===== src/design/bhm_udiv_pipe.sv =====
// Restoring divider, one quotient bit per stage. The high part of the
// dividend (i_rem) must be below the divisor for the quotient to fit QW bits.
module bhm_udiv_pipe #(
    parameter int QW = 32,
    parameter int DW = 25,
    parameter int SW = 1
) (
    input  logic          i_clk,
    input  logic          i_rst_n,
    input  logic          i_en,
    input  logic          i_valid,
    input  logic [DW-1:0] i_rem,
    input  logic [QW-1:0] i_num_lo,
    input  logic [DW-1:0] i_den,
    input  logic [SW-1:0] i_side,
    output logic          o_valid,
    output logic [QW-1:0] o_quot,
    output logic [SW-1:0] o_side
);

    logic          s_vld  [QW+1];
    logic [DW-1:0] s_rem  [QW+1];
    logic [QW-1:0] s_lo   [QW+1];
    logic [DW-1:0] s_den  [QW+1];
    logic [SW-1:0] s_side [QW+1];

    assign s_vld[0]  = i_valid;
    assign s_rem[0]  = i_rem;
    assign s_lo[0]   = i_num_lo;
    assign s_den[0]  = i_den;
    assign s_side[0] = i_side;

    for (genvar i = 0; i < QW; i++) begin : g_stage
        logic          r_vld;
        logic [DW-1:0] r_rem;
        logic [QW-1:0] r_lo;
        logic [DW-1:0] r_den;
        logic [SW-1:0] r_side;
        logic [DW:0]   w_sh;
        logic          w_ge;

        assign w_sh = {s_rem[i], s_lo[i][QW-1]};
        assign w_ge = (w_sh >= {1'b0, s_den[i]});

        always_ff @(posedge i_clk) begin
            if (!i_rst_n) begin
                r_vld <= 1'b0;
            end else if (i_en) begin
                r_vld <= s_vld[i];
            end
        end

        always_ff @(posedge i_clk) begin
            if (i_en) begin
                r_rem  <= w_ge ? DW'(w_sh - {1'b0, s_den[i]}) : w_sh[DW-1:0];
                r_lo   <= {s_lo[i][QW-2:0], w_ge};
                r_den  <= s_den[i];
                r_side <= s_side[i];
            end
        end

        assign s_vld[i+1]  = r_vld;
        assign s_rem[i+1]  = r_rem;
        assign s_lo[i+1]   = r_lo;
        assign s_den[i+1]  = r_den;
        assign s_side[i+1] = r_side;
    end

    assign o_valid = s_vld[QW];
    assign o_quot  = s_lo[QW];
    assign o_side  = s_side[QW];

endmodule


===== config.mk =====
export PLATFORM = sky130hd
export DESIGN_NAME = bhm_udiv_pipe
export DESIGN_NICKNAME = d
export VERILOG_FILES = /design/src/design/bhm_udiv_pipe.sv
export SDC_FILE = /design/constraint.sdc
export NUM_CORES = 2
export LEC_CHECK = 0
export BUFFER_PORTS_ARGS = -buffer_cell sky130_fd_sc_hd__buf_2
export CORE_UTILIZATION = 35
export DETAILED_ROUTE_END_ITERATION = 7
export PLACE_DENSITY = 0.59
export SYNTH_ARGS = -nofsm -noshare
export SYNTH_HDL_FRONTEND = slang
export SYNTH_SLANG_ARGS = --single-unit
export TNS_END_PERCENT = 1

===== constraint.sdc =====
create_clock -name i_clk -period 9.8 [get_ports i_clk]
set_input_delay 0 -clock i_clk [delete_from_list [all_inputs] [get_ports i_clk]]
set_output_delay 0 -clock i_clk [all_outputs]
set_load 0.02 [all_outputs]

-- Word-level counts from Yosys, hierarchy flattened
Cells that the tools add are included.
- bits in registers: 2638
- logic and storage cells: 252
- input bits: 87
- output and inout bits: 34
- $add $sub $neg: 31
- muxes and demuxes: 31
- $lt $le $gt $ge: 32
- operator list (cell ; number):
    $ge A26 B25 Y1 ; 32
    $mux W25 ; 31
    $sub A25 B25 Y25 ; 31

-- Depth between registers and ports, before layout
- word-level depth: 2
- gate-level depth with buffers: 15
- gate-level depth less buffers: 13

-- Worst setup path before layout
OpenSTA, ideal clock, no wires.
- path kind: register to register
- start: register g_stage[9].r_lo[31]
- end: register g_stage[10].r_rem[10] (data pin)
- cell stages (with the launch flop): 15
- arrival: 3.076 ns
- library setup time: 0.260 ns
- required time: 9.540 ns
- slack: 6.463 ns
- period minus slack after synthesis: 3.337 ns
- buffers on the path: 1
- cells stage by stage: edfxtp_1 inv_1 ha_1 inv_1 fa_1 a211oi_2 o21ai_0 a21oi_2 o21ai_1 or4_1 a31oi_2 or2_1 nand2_2 buf_6 mux2_4
- longest elaborated chain between the ends: 2
- elaborated cells between the ends (all ways): 3
- classes of those cells: 1 x add/sub; 1 x order compare; 1 x mux
- RTL lines (what ; line ; RTL):
    start, declared ; 36 ; logic [QW-1:0] r_lo;
    start signal, assigned ; 56 ; r_lo <= {s_lo[i][QW-2:0], w_ge};
    $sub A25 B25 Y25 or $ge A26 B25 Y1 (tied branches) ; 55, 43 ;
    $mux W25 (*) ; 55 ; r_rem <= w_ge ? DW'(w_sh - {1'b0, s_den[i]}) : w_sh[DW-1:0];
    end signal, assigned ; 55 ;
    end, declared ; 35 ; logic [DW-1:0] r_rem;
Mark *: on every way between the ends. The rest lies on a longest branch, timed or not.
A chain may end at the register's enable or synchronous reset.

-- Final worst setup path
- start: input i_num_lo[31]
- end: register g_stage[0].r_rem[0] (data pin)
- longest elaborated chain between the ends: 2
- elaborated cells between the ends (all ways): 3
- classes of those cells: 1 x add/sub; 1 x order compare; 1 x mux
- RTL lines (what ; line ; RTL):
    start, declared ; 13 ; input logic [QW-1:0] i_num_lo,
    $sub A25 B25 Y25 or $ge A26 B25 Y1 (tied branches) ; 55, 43 ;
    $mux W25 (*) ; 55 ;
    end signal, assigned ; 55 ;
    end, declared ; 35 ;
Marked as above.

==> results.toml <==
[sta]
unrepaired_setup_endpoints_after_global_routing = "false"
tcrit_tclk_final_pct = 44.9
post-route-min-period_ns = 4.40
timing.max_slew.rel_slack_pct = 22.3
achievable-frequency_ghz = 0.227
tightest_slew_ns = 1.15
report.final.slew_viol_count = 0
totalNegativeSetupSlack_ns = 0
hold_violations_final = 0
report.final.setup_viol = 0
finClkSkew_ns = 0.0690

[place]
detailedPlacementHpwl_um = 198000
io_buffer_count = 120
gp_congestion = 0.900
post-place-cells = 14900

[route]
drt_pass1_iterations = 6
route.final.wire_length_um = 278000
vias = 78700
number_of_drc_violations_after_detailed_routing_iteration_0 = 5298
antenna_violating_nets_left = 0
routed_wire_length_per_instance_um = 17.7
vias_per_cell = 5.03
post-route-drc-count = 0

[setup_path]
critical_path_required_ns = 10.58
arrival_ns = 5.17
critPathTopFamily = "buffers and inverters"
timing.critical_path.fanout_max = 49
critPathSlowestCell = "dlygate4sd3_1"
critPathKind = "input pin to flip-flop"
critPathMaxStageDelay_ns = 0.61
critical_path.n_buffers_inverters = 7
path_cells = "dlygate4sd3_1 > buf_2 > inv_1 > ha_1 > inv_1 > fa_1 > a21oi_1 > o2111ai_1 > a21boi_1 > o21ai_0 > a21oi_1 > a21oi_1 > nor4_4 > buf_4 > nand2_1 > dlygate4sd3_1 > o21ai_0 > dlygate4sd3_1"
worstSetupStartpointType = "input pin"
cp-end-kind = "flip-flop"

[clock_tree]
postCtsSetupBuffers = 0
clkLatencyLatePin_ns = 0.92
cts-root-buf = "clkbuf_16"
htreeDepth = 5
clock_sink_count = 2638
cts_made_buffers = 309
clock_path_buffers = 4
cts_tree = "yes"
clkSlewWorstSetupHoldPaths_ns = 0.06

[power_and_ir_drop]
highest_ir_drop_seen_on_vdd_mv = 0.157
static-leakage-power_nw = 57.6
powerDensity_nw_per_um2 = 322

[floorplan]
io_pins = 121
chipHeight_um = 609
core_area_sq_um = 366000
fp.dieArea_sq_um = 371000
die-width_um = 609
starting_density_pct = 35.2
row_count = 222

[synthesis]
synth_top_cell_area_share_pct = 60.6
yosysUniqueCellTypes = 104
synth_enable_flop_cells = 2606
synth_largest_area_cell = "edfxtp_1"
syn_nets = 11000
register_bit_total_from_synthesis = 2638
postSynth.topFlopCell = "edfxtp_1"
synth.area.top_cells = "edfxtp_1, ha_1, inv_1"
synth-seq-area-share_pct = 61.1
syn-instance-count = 10100
postSynthAreaPerCell_sq_um = 12.8
synthesis.yosys.warnings = 0
synthesis.area_sq_um = 129000
synthArstFlopShare_pct = 0

[global_routing]
grt_usage_pct = 14.6
grt_max_degree = 191
grt_antenna_before_repair = 2
grt_first_pass_wirelength_um = 439000
first_global_vias = 79400
overflow = 0

[cells_and_area]
drive_above_1_share_pct = 10.2
syn2layout_area_growth_pct = 14.6
post_layout_nonfiller_instances = 15700
layout.nets = 11500

[worst_hold_path]
path_class_of_the_lowest_slack_min_delay_path = "input pin to flip-flop"

[status]
outcome = "completed"

[job]
maxCapViolations = 0
[tightest hold or removal path, cell delays in order]
cell	delay (ns)
dlygate4sd3_1	0.54
buf_2	0.27
nor2b_1	0.20
[path summary, 6_finish.rpt]
kind	from	end	slack (ns)	cells past startpoint
worst min-delay path	i_rst_n	g_stage[26].r_vld	0.13	3
worst max register to register	g_stage[4].r_lo[31]	g_stage[5].r_rem[8]	5.44	13
worst min register to register	g_stage[11].r_den[22]	g_stage[12].r_den[22]	0.40	0
worst max-delay path	i_num_lo[31]	g_stage[0].r_rem[0]	5.40	18
[cell type report]
class | count | area [sq um]
clock inverter | 188 | 2070
inverter | 1058 | 3970
fill | 33800 | 218000
multi-input combinational | 6199 | 45500
timing repair buffer | 392 | 3350
tap | 4816 | 6030
antenna | 1 | 2.50
sequential | 2638 | 78900
clock buffer | 366 | 8180
[report_power, final]
group | switching (W) | leakage (nW) | internal [W]
clock network | 0.00467 | 4.98 | 0.00693
registers | 0.00148 | 25.7 | 0.0159
logic | 0.0103 | 26.9 | 0.00841
[flip-flops by register name, summed over array words and instances (netlist names)]
register        count
g_stage.r_vld      31
g_stage.r_lo      992
o_quot             32
g_stage.r_den     775
o_side              1
o_valid             1
g_stage.r_rem     775
g_stage.r_side     31
[cells in the final DEF, fill, tap and decap left out, types with 26 or more instances in the layout]
| cell | Yosys | layout |
|---|---|---|
| o21a_1 | 116 | 116 |
| clkinv_2 | 0 | 57 |
| o31ai_1 | 49 | 49 |
| a211oi_1 | 76 | 75 |
| o211ai_1 | 50 | 50 |
| inv_1 | 1055 | 1055 |
| clkbuf_16 | 0 | 319 |
| and2_1 | 36 | 36 |
| clkinv_1 | 0 | 52 |
| nand3_1 | 178 | 178 |
| o21ai_0 | 581 | 580 |
| a21boi_0 | 27 | 27 |
| dlygate4sd3_1 | 0 | 218 |
| a21o_1 | 326 | 326 |
| mux2_4 | 35 | 35 |
| nand2_1 | 582 | 582 |
| nor3_1 | 101 | 101 |
| mux2i_1 | 57 | 57 |
| mux2_2 | 336 | 336 |
| ha_1 | 800 | 800 |
| bufinv_16 | 0 | 36 |
| nand2b_1 | 73 | 73 |
| fa_1 | 31 | 31 |
| o21bai_1 | 109 | 109 |
| a31oi_1 | 81 | 81 |
| nand4_1 | 100 | 100 |
| clkbuf_1 | 112 | 45 |
| nor2_1 | 487 | 486 |
| nor2b_1 | 117 | 117 |
| edfxtp_1 | 2606 | 2606 |
| or3_1 | 31 | 31 |
| buf_4 | 6 | 42 |
| a21oi_1 | 677 | 674 |
| and3_1 | 67 | 67 |
| buf_2 | 44 | 119 |
| or2_2 | 26 | 26 |
| xor2_1 | 230 | 230 |
| nor4_1 | 41 | 41 |
| xnor2_1 | 401 | 401 |
| dfxtp_1 | 32 | 32 |
[timing repair]
| item | 4_1_cts | 5_1_grt |
|---|---|---|
| hold buffers | 218 | 0 |
| endpoints found under the hold margin | 231 | 0 |
| gates resized for setup | 0 | 0 |
[metrics by stage]
step           total power (W)  worst slack (ns)  cell area [sq um]  util [%]  hold slack [ns]
3_5_place_dp            0.0361              5.59             136000      37.0            0.178
5_1_grt                 0.0509              5.16             148000      40.4            0.116
4_1_cts                 0.0482              5.56             148000      40.4           0.0169
3_3_place_gp            0.0358              5.60             136000      37.0            0.179
2_1_floorplan           0.0314              6.46             129000         -           0.0989
6_report                0.0477              5.40             148000      40.4            0.134
[metal layers]
metal / share of wire [%] / global-route usage (%) / wire length (um)
met1: 43 / 18.1 / 119000
met2: 50 / 25.8 / 138000
met3: 3.7 / 1.84 / 10200
met4: 3.7 / 5.45 / 10400
met5: 0 / 0 / 0
[cell usage after synthesis (15+ instances only)]
cell,number
a211o_1,21
a211oi_1,76
a21boi_0,27
a21o_1,326
a21oi_1,677
a31o_2,18
a31oi_1,81
and2_1,36
and3_1,67
buf_2,44
clkbuf_1,112
dfxtp_1,32
edfxtp_1,2606
fa_1,31
ha_1,800
inv_1,1055
mux2_2,336
mux2_4,35
mux2i_1,57
nand2_1,582
nand2b_1,73
nand3_1,178
nand4_1,100
nor2_1,487
nor2b_1,117
nor3_1,101
nor4_1,41
o2111ai_1,20
o211ai_1,50
o21a_1,116
o21ai_0,581
o21ai_1,15
o21bai_1,109
o31a_1,22
o31ai_1,49
or2_2,26
or3_1,31
or4_1,15
xnor2_1,401
xor2_1,230
[cell families (layout without fill, tap and decap cells)]
group | after synthesis | in the layout | share of synthesized area (%)
compound gates | 2380 | 2380 | 11.7
xor+xnor | 631 | 631 | 4.28
fa+ha+maj | 831 | 831 | 8.23
buf+inv | 1238 | 2004 | 3.74
flops | 2638 | 2638 | 61.1
mux | 434 | 434 | 3.83
other cells | 0 | 1 | 0
simple gates | 1923 | 1923 | 7.12
Note: power is estimated with default switching activity, not from simulation.
